$ cat config.mk
export PLATFORM = sky130hd
export DESIGN_NAME = bresenham_line_stamper_unit
export DESIGN_NICKNAME = d
export VERILOG_FILES = /design/src/blsu_pkg.sv /design/src/bresenham_line_stamper_unit.sv /design/src/blsu_setup.sv /design/src/blsu_stepper.sv
export SDC_FILE = /design/constraint.sdc
export NUM_CORES = 1
export LEC_CHECK = 0
export BUFFER_PORTS_ARGS = -buffer_cell sky130_fd_sc_hd__buf_2
export CAP_MARGIN = 20
export CORE_UTILIZATION = 49
export CTS_CLUSTER_DIAMETER = 120
export DETAILED_ROUTE_END_ITERATION = 7
export PLACE_DENSITY_LB_ADDON = 0.3
export SLEW_MARGIN = 20
export SYNTH_ARGS = -nofsm -noshare
export SYNTH_HDL_FRONTEND = slang
export SYNTH_SLANG_ARGS = --single-unit
$ cat constraint.sdc
create_clock -name i_clk -period 17.1 [get_ports i_clk]
set_input_delay 1.71 -clock i_clk [delete_from_list [all_inputs] [get_ports i_clk]]
set_output_delay 1.71 -clock i_clk [all_outputs]
set_load 0.005 [all_outputs]
$ cat src/blsu_pkg.sv
// Shared types, constants and codes of the line stamper.
`timescale 1ns / 1ps
`default_nettype none

package blsu_pkg;

    // Coordinate width of stored positions and stamp origins
    localparam int COORD_W   = 16;
    // Width of the endpoint fields and of the spans
    localparam int IN_W      = 15;
    localparam int ERR_W     = 17;
    localparam int SIDE_W    = 7;
    localparam int COLOR_W   = 16;
    localparam logic [SIDE_W-1:0] SIDE_MIN   = SIDE_W'(1);
    localparam logic [SIDE_W-1:0] SIDE_MAX   = SIDE_W'(64);
    localparam logic [SIDE_W-1:0] SIDE_RESET = SIDE_W'(1);

    // Item function codes
    typedef enum logic {
        FUNC_START = 1'b0,
        FUNC_STEP  = 1'b1
    } t_func;

    // Line state loaded on start and advanced on each step
    typedef struct packed {
        logic                       swapped;
        logic signed [COORD_W-1:0]  major_pos;
        logic signed [COORD_W-1:0]  major_end;
        logic signed [COORD_W-1:0]  minor_pos;
        logic        [IN_W-1:0]     major_span;
        logic        [IN_W-1:0]     minor_span;
        logic signed [ERR_W-1:0]    err;
        logic                       minor_down;
        logic        [COLOR_W-1:0]  color;
    } t_line;

    // One stamp word on the result side
    typedef struct packed {
        logic signed [COORD_W-1:0]  rect_x;
        logic signed [COORD_W-1:0]  rect_y;
        logic        [SIDE_W-1:0]   side;
        logic        [COLOR_W-1:0]  color;
        logic                       last;
    } t_stamp;

endpackage

`default_nettype wire

$ cat src/bresenham_line_stamper_unit.sv
// Top level of the line stamper: line state, stamp side register and result register.
// A step word is registered and appears on the result side in the cycle after it is accepted.
// Throughput: one word per cycle unless stalled; a start or an idle step gives no result.
// The figure is set by the single setup/step pass between line state and result register.
// Reset (synchronous, active low): line idle, result register empty, stamp side 1.
`timescale 1ns / 1ps
`default_nettype none

module bresenham_line_stamper_unit
    import blsu_pkg::*;
(
    input  wire logic                      i_clk,
    input  wire logic                      i_rst_n,
    // configuration write channel
    input  wire logic                      i_cfg_valid,
    output logic                           o_cfg_ready,
    input  wire logic [SIDE_W-1:0]         i_cfg_data,
    // input channel
    input  wire logic                      i_valid,
    output logic                           o_ready,
    input  wire logic                      i_func,
    input  wire logic signed [IN_W-1:0]    i_start_x,
    input  wire logic signed [IN_W-1:0]    i_start_y,
    input  wire logic signed [IN_W-1:0]    i_end_x,
    input  wire logic signed [IN_W-1:0]    i_end_y,
    input  wire logic [COLOR_W-1:0]        i_pen_color,
    // result channel
    output logic                           o_valid,
    input  wire logic                      i_ready,
    output logic signed [COORD_W-1:0]      o_rect_x,
    output logic signed [COORD_W-1:0]      o_rect_y,
    output logic [SIDE_W-1:0]              o_rect_side,
    output logic [COLOR_W-1:0]             o_stamp_color,
    output logic                           o_is_last
);

    logic               r_busy, n_busy;
    logic               r_out_valid, n_out_valid;
    logic [SIDE_W-1:0]  r_thickness, n_thickness;
    t_line              r_line, n_line;
    t_stamp             r_out, n_out;
    t_line              setup_line, step_line;
    t_stamp             step_stamp;
    logic               in_fire, step_hit;

    blsu_setup u_setup (
        .i_start_x   (i_start_x),
        .i_start_y   (i_start_y),
        .i_end_x     (i_end_x),
        .i_end_y     (i_end_y),
        .i_pen_color (i_pen_color),
        .o_line      (setup_line)
    );

    blsu_stepper u_stepper (
        .i_line      (r_line),
        .i_thickness (r_thickness),
        .o_stamp     (step_stamp),
        .o_next      (step_line)
    );

    // Accept a word whenever the result register is free or draining
    assign o_cfg_ready = 1'b1;
    assign o_ready     = !r_out_valid || i_ready;
    assign in_fire     = i_valid && o_ready;
    assign step_hit    = in_fire && (i_func == FUNC_STEP) && r_busy;

    // Next state
    always_comb begin
        n_busy      = r_busy;
        n_line      = r_line;
        n_out       = r_out;
        n_thickness = r_thickness;
        n_out_valid = r_out_valid && !i_ready;
        if (i_cfg_valid) begin
            n_thickness = i_cfg_data;
        end
        if (in_fire && (i_func == FUNC_START)) begin
            n_line = setup_line;
            n_busy = 1'b1;
        end else if (step_hit) begin
            n_line      = step_line;
            n_busy      = !step_stamp.last;
            n_out       = step_stamp;
            n_out_valid = 1'b1;
        end
    end

    // Control registers
    always_ff @(posedge i_clk) begin
        if (!i_rst_n) begin
            r_busy      <= 1'b0;
            r_out_valid <= 1'b0;
            r_thickness <= SIDE_RESET;
        end else begin
            r_busy      <= n_busy;
            r_out_valid <= n_out_valid;
            r_thickness <= n_thickness;
        end
    end

    // Payload registers
    always_ff @(posedge i_clk) begin
        r_line <= n_line;
        r_out  <= n_out;
    end

    assign o_valid       = r_out_valid;
    assign o_rect_x      = r_out.rect_x;
    assign o_rect_y      = r_out.rect_y;
    assign o_rect_side   = r_out.side;
    assign o_stamp_color = r_out.color;
    assign o_is_last     = r_out.last;

endmodule

`default_nettype wire

$ cat src/blsu_setup.sv
// Line setup: steepness test, axis swap, endpoint ordering and initial error.
`timescale 1ns / 1ps
`default_nettype none

module blsu_setup
    import blsu_pkg::*;
(
    input  wire logic signed [IN_W-1:0]    i_start_x,
    input  wire logic signed [IN_W-1:0]    i_start_y,
    input  wire logic signed [IN_W-1:0]    i_end_x,
    input  wire logic signed [IN_W-1:0]    i_end_y,
    input  wire logic        [COLOR_W-1:0] i_pen_color,
    output t_line                          o_line
);

    logic signed [COORD_W-1:0] ax, ay, bx, by;
    logic signed [COORD_W-1:0] dx, dy, abs_dx, abs_dy;
    logic signed [COORD_W-1:0] sa_maj, sa_min, sb_maj, sb_min;
    logic signed [COORD_W-1:0] lo_maj, lo_min, hi_maj, hi_min;
    logic signed [COORD_W-1:0] span, dmin, abs_dmin;
    logic                      steep;

    // Widen the endpoints
    assign ax = COORD_W'(i_start_x);
    assign ay = COORD_W'(i_start_y);
    assign bx = COORD_W'(i_end_x);
    assign by = COORD_W'(i_end_y);

    // Steep when the y extent beats the x extent
    assign dx     = bx - ax;
    assign dy     = by - ay;
    assign abs_dx = (dx < 0) ? -dx : dx;
    assign abs_dy = (dy < 0) ? -dy : dy;
    assign steep  = abs_dy > abs_dx;

    // Swap axes for steep lines
    assign sa_maj = steep ? ay : ax;
    assign sa_min = steep ? ax : ay;
    assign sb_maj = steep ? by : bx;
    assign sb_min = steep ? bx : by;

    // Order endpoints so the major coordinate rises
    always_comb begin
        if (sa_maj > sb_maj) begin
            lo_maj = sb_maj;
            lo_min = sb_min;
            hi_maj = sa_maj;
            hi_min = sa_min;
        end else begin
            lo_maj = sa_maj;
            lo_min = sa_min;
            hi_maj = sb_maj;
            hi_min = sb_min;
        end
    end

    assign span     = hi_maj - lo_maj;
    assign dmin     = hi_min - lo_min;
    assign abs_dmin = (dmin < 0) ? -dmin : dmin;

    // Pack the new line state
    always_comb begin
        o_line.swapped    = steep;
        o_line.major_pos  = lo_maj;
        o_line.major_end  = hi_maj;
        o_line.minor_pos  = lo_min;
        o_line.major_span = span[IN_W-1:0];
        o_line.minor_span = abs_dmin[IN_W-1:0];
        o_line.err        = signed'({{(ERR_W-IN_W+1){1'b0}}, span[IN_W-1:1]});
        o_line.minor_down = !(lo_min < hi_min);
        o_line.color      = i_pen_color;
    end

endmodule

`default_nettype wire

$ cat src/blsu_stepper.sv
// Point step: stamp of the current point and the line state after it.
`timescale 1ns / 1ps
`default_nettype none

module blsu_stepper
    import blsu_pkg::*;
(
    input  wire t_line               i_line,
    input  wire logic [SIDE_W-1:0]   i_thickness,
    output t_stamp                   o_stamp,
    output t_line                    o_next
);

    logic        [SIDE_W-1:0]       side;
    logic signed [COORD_W-1:0]      half;
    logic signed [COORD_W-1:0]      px, py;
    logic signed [ERR_W-1:0]        err_sub;
    logic                           last;

    // Clamp the stamp side into its legal range
    always_comb begin
        priority if (i_thickness < SIDE_MIN) begin
            side = SIDE_MIN;
        end else if (i_thickness > SIDE_MAX) begin
            side = SIDE_MAX;
        end else begin
            side = i_thickness;
        end
    end

    assign half = signed'({{(COORD_W-SIDE_W+1){1'b0}}, side[SIDE_W-1:1]});
    assign px   = i_line.swapped ? i_line.minor_pos : i_line.major_pos;
    assign py   = i_line.swapped ? i_line.major_pos : i_line.minor_pos;
    assign last = (i_line.major_pos == i_line.major_end);

    // Form the stamp word
    always_comb begin
        o_stamp.rect_x = px - half;
        o_stamp.rect_y = py - half;
        o_stamp.side   = side;
        o_stamp.color  = i_line.color;
        o_stamp.last   = last;
    end

    assign err_sub = i_line.err - signed'({{(ERR_W-IN_W){1'b0}}, i_line.minor_span});

    // Advance the error term, the minor and the major position
    always_comb begin
        o_next = i_line;
        if (err_sub < 0) begin
            o_next.err = err_sub + signed'({{(ERR_W-IN_W){1'b0}}, i_line.major_span});
            o_next.minor_pos = i_line.minor_down ? i_line.minor_pos - COORD_W'(1)
                                                 : i_line.minor_pos + COORD_W'(1);
        end else begin
            o_next.err = err_sub;
        end
        if (!last) begin
            o_next.major_pos = i_line.major_pos + COORD_W'(1);
        end
    end

endmodule

`default_nettype wire

[Word-level counts from Yosys, hierarchy flattened]
Cells that the tools add are included.
Storage, ports and cells
  register bits after elaboration: 178
  output and inout bits: 59
Cells by class
  add/subtract/negate cells: 14
  order comparisons: 9
  equal/unequal tests: 2
  mux-type cells: 25
  bitwise operators: 2
  reductions and logical operators: 15
Operators with widths (count)
  $mux W16: 15
  $mux W113: 1
  $mux W112: 1
  $lt A16 B1 Y1 const B: 3
  $add A16 B2 Y16 const B: 2
  $gt A16 B16 Y1: 2
  $neg A16 Y16: 2
  $sub A15 B15 Y16: 2
  $sub A16 B7 Y16: 2
  $add A17 B16 Y17: 1
  $lt A17 B1 Y1 const B: 1
  $mux W17: 1
  $sub A17 B16 Y17: 1
  $eq A16 B16 Y1: 1
  $lt A16 B16 Y1: 1
  $sub A16 B16 Y16: 1
  $sub A16 B2 Y16 const B: 1
  $mux W15: 1
  $neg A15 Y15: 1
  $sub A15 B15 Y15: 1
  $mux W7: 2
  $gt A7 B7 Y1 const B: 1
  $lt A7 B1 Y1 const B: 1
  $reduce_and A2 Y1: 3
  7 further kinds: 19

[Logic depth before layout (Yosys ltp)]
  depth in word-level cells: 11
  gate-level depth with buffers: 59

[Hierarchy]
Synthesis repeated with hierarchy kept, for this count alone.
Unflattened totals
  cell total of the unflattened synthesis: 2118
  area total of the unflattened synthesis: 18719.2 sq um
Modules (own cells, without submodules)
  bresenham_line_stamper_unit: times used 1, cells each 333, area each 7048.0 sq um, sequential area each 5255.0 sq um
  blsu_setup: times used 1, cells each 1055, area each 6592.6 sq um, sequential area each 0.0 sq um
  blsu_stepper: times used 1, cells each 730, area each 5078.6 sq um, sequential area each 0.0 sq um

[Worst setup path after synthesis]
OpenSTA, ideal clock, no wires.
  path type: input port to flip-flop
  start: input i_start_y[1]
  end: register r_line[48] (netlist bit), data pin
  library setup time: 0.257 ns
  arrival time: 12.593 ns
  path slack: 4.250 ns
  stages: 51
  path buffers: 10
  path through: inv_1 > ha_1 > nor2b_1 > o21ai_0 > a21boi_0 > o21ai_0 > a21oi_1 > o21a_1 > o31a_1 > o311a_1 > o31a_1 > o22ai_1 > o21ai_0 > xnor2_1 > ha_1 > nand4_2 > or3_4 > a21o_4 > [... 15 more ...] > a211oi_1 > o41ai_2 > nand3_1 > buf_2 > buf_2 > clkbuf_1 > clkbuf_1 > mux4_2 > ha_1 > a21boi_0 > o21ai_0 > a21oi_1 > nor2_1 > or4_1 > or4_1 > nor4_1 > mux2i_1 > nand2_1
RTL lines
  start, declared: line bresenham_line_stamper_unit.sv:23  | input wire logic signed [IN_W-1:0] i_start_y,
  end signal, assigned: line bresenham_line_stamper_unit.sv:104  | r_line <= n_line;
  end, declared: line bresenham_line_stamper_unit.sv:40  | t_line r_line, n_line;

==> results.toml <==
[run_status]
status = "finished clean"

[synth]
synth_compound_area_share_pct = 18.8
async_flop_share_pct = 0
synth_edf_count = 165
synthAdderAreaFrac_pct = 11.5
synth_mux_area_share_pct = 7.45
ys_seq_elements = 177
synth_fp_nets = 2047
avgSynthCellArea_um2 = 9.02
synth-simple-area-share_pct = 16.6
ys_seq_area_share_pct = 31.8
synth_xor_xnor_area_share_pct = 8.84
synthFlopType = "edfxtp_1"
yosysUniqueCellTypes = 86
ys_warn_count = 0
synth_top_family_by_area = "compound AO/OA/AOI/OAI gates"
syn-cell-area_um2 = 16400
netlist_instances = 1813

[grt]
antenna_found_initial = 0
grt_pass1_wl_um = 74300
grt_pass1_vias = 13400
grt_overflow = 0
grt_max_degree = 67
grt_usage_pct = 28.6

[hold_path]
whs_endpoint = "o_stamp_color[8]"
hold_start = "r_line[8]"
hold_depth = 0
holdCritPathClass = "flop to flop"

[clock_tree]
ctsResizeCount = 0
clock_latency_ns = 0.44
cts.hold.buffers_added = 0
clockRootBuffer = "clkbuf_16"
htree_num_levels = 4
cts_sinks = 177
cts_buffers = 17
clkSlewWorstSetupHoldPaths_ns = 0.07
cts_tree = "done"
cts.path.max_buffers = 2
postCtsSetupBuffers = 0

[timing]
finalWorstSetupSlack_ns = 2.95
skew_ns = 0.0152
maxSlewHeadroom_pct = 36.1
drv_slew = 0
setup_violations = 0
fmax_ghz = 0.0707
fin_crit_sh_pct = 82.7
holdWs_ns = 0.418
rsz0062_at_grt = "false"
final.min_clock_period_ns = 14.15
hold_viol = 0
fin_tns_setup_ns = 0
worst_pin_slew_ns = 0.947

[placed_design]
pre_cts_ws_ns = 2.64
post-dp-hpwl_um = 38100
portBuffers = 146
place_congestion = 1.01

[worst_setup_path]
r2r_cells = 20
critPathKind = "input pin to flop"
path_buf_inv = 5
timing.rr.start = "r_line[17]"
cp_top_family = "simple AND/OR/NAND/NOR gates"
cp_common_cell = "o21ai_0"
cp_data_required_time_ns = 17.29
worstReg2RegEnd = "r_line[32]"
critPathMaxStageDelay_ns = 0.70
critPathSlowestCell = "ha_1"
arrival_ns = 14.34
path_max_fanout = 40
critPathCaptureType = "flop"
r2r_slack_ns = 12.69
worstSetupStartpointType = "input pin"

[routing]
drt-pass1-iter-count = 5
vias = 14300
routedWlPerCell_um = 20.2
dr.first_iter.drc_count = 1261
ant_nets = 0
drc_errors = 0
postRouteWirelength_um = 47900
avgViaCountPerCell = 6.03

[floorplan]
start_util_pct = 50.0
io_pins = 148
die_width_um = 185
fp-row-count = 66
die-area_um2 = 34100
core_area_um2 = 32700
fp.dieH_um = 185

[cells_and_area]
drive_gt1_share_pct = 13.7
n_antenna_cell = 0
mostFrequentLayoutCell = "nor2_1"
area_delta_synth_final_pct = 10.5
final_cell_mix = "nor2_1 (176), edfxtp_1 (165), buf_2 (146), ha_1 (137), inv_1 (134)"
fin_nets = 2153
fill_cells = 2974

[job]
maxCapViolations = 0
sequential cells by signal, summed over array words and instances (netlist names):
name           count
o_stamp_color     16
o_is_last          1
o_rect_x          16
r_line           112
r_busy             1
o_valid            1
o_rect_side        7
r_thickness        7
o_rect_y          16
cells by family (layout without fill, tap and decap cells):
logic type               count (synthesis)  after routing
AND/OR/NAND/NOR                        557            557
AO/OA/AOI/OAI                          468            468
buffers and inverters                  212            331
flip-flops                             177            177
XOR/XNOR                               165            165
adder cells (fa/ha/maj)                146            146
multiplexers                            87             87
other                                    1              1
how the worst max path moves through the flow:
stage / to / start / slack, ns / depth (start not counted)
after CTS: r_line[48] / i_end_x[0] / 3.06 / 47
final: r_line[48] / i_end_x[0] / 2.95 / 47
after global routing: r_line[48] / i_end_x[0] / 1.87 / 47
after detailed placement: r_line[48] / i_end_x[0] / 2.64 / 47
after floorplan: r_line[48] / i_start_y[1] / 4.25 / 51
after global placement: r_line[48] / i_end_x[0] / 2.94 / 47
per-layer routing:
| metal | up-vias | track usage [%] | routed length [um] |
|---|---|---|---|
| met5 | - | 0 | 0 |
| met3 | 76 | 3.68 | 2720 |
| met4 | 0 | 9.88 | 1470 |
| met1 | 6796 | 37.3 | 20800 |
| li1 | 6874 | - | - |
| met2 | 566 | 48.4 | 22900 |
metrics by stage:
stage | util (%) | cell area [um^2] | instances
after CTS | 55.3 | 18100 | 2374
after detailed placement | 53.4 | 17500 | 2342
after global routing | 55.3 | 18100 | 2374
after floorplan | - | 16400 | 1813
after global placement | 53.4 | 17500 | 2342
final | 55.3 | 18100 | 2374
synth_stat cells, types with 19 or more instances:
library cell | n | area (um^2)
nor2_1 | 177 | 664
o211ai_1 | 19 | 143
ha_1 | 137 | 1710
a211oi_1 | 25 | 188
mux2i_1 | 46 | 460
clkbuf_1 | 56 | 210
inv_1 | 136 | 510
xnor2_1 | 80 | 701
o21ai_0 | 110 | 551
nor3_1 | 37 | 185
edfxtp_1 | 165 | 4950
o22ai_1 | 29 | 181
a21oi_1 | 114 | 571
a31oi_1 | 24 | 150
a21o_1 | 28 | 210
nor4_1 | 20 | 125
nand3_1 | 28 | 140
xor2_1 | 85 | 744
nand2_1 | 132 | 495
or3_1 | 20 | 125
and2_1 | 27 | 169
nor2b_1 | 35 | 219
and3_1 | 21 | 131
mux4_2 | 26 | 586
layout make-up:
| type | instances | area (um^2) | share of cell area, % |
|---|---|---|---|
| Multi-Input combinational cell | 1424 | 10400 | 57.3 |
| Sequential cell | 177 | 5190 | 28.7 |
| Timing Repair Buffer | 163 | 858 | 4.75 |
| Tap cell | 442 | 553 | 3.06 |
| Inverter | 136 | 512 | 2.83 |
| Clock buffer | 17 | 425 | 2.35 |
| Clock inverter | 15 | 174 | 0.962 |
Power is not shown: default switching activity piles up to over one toggle a cycle in this logic, so the estimate is an artifact.
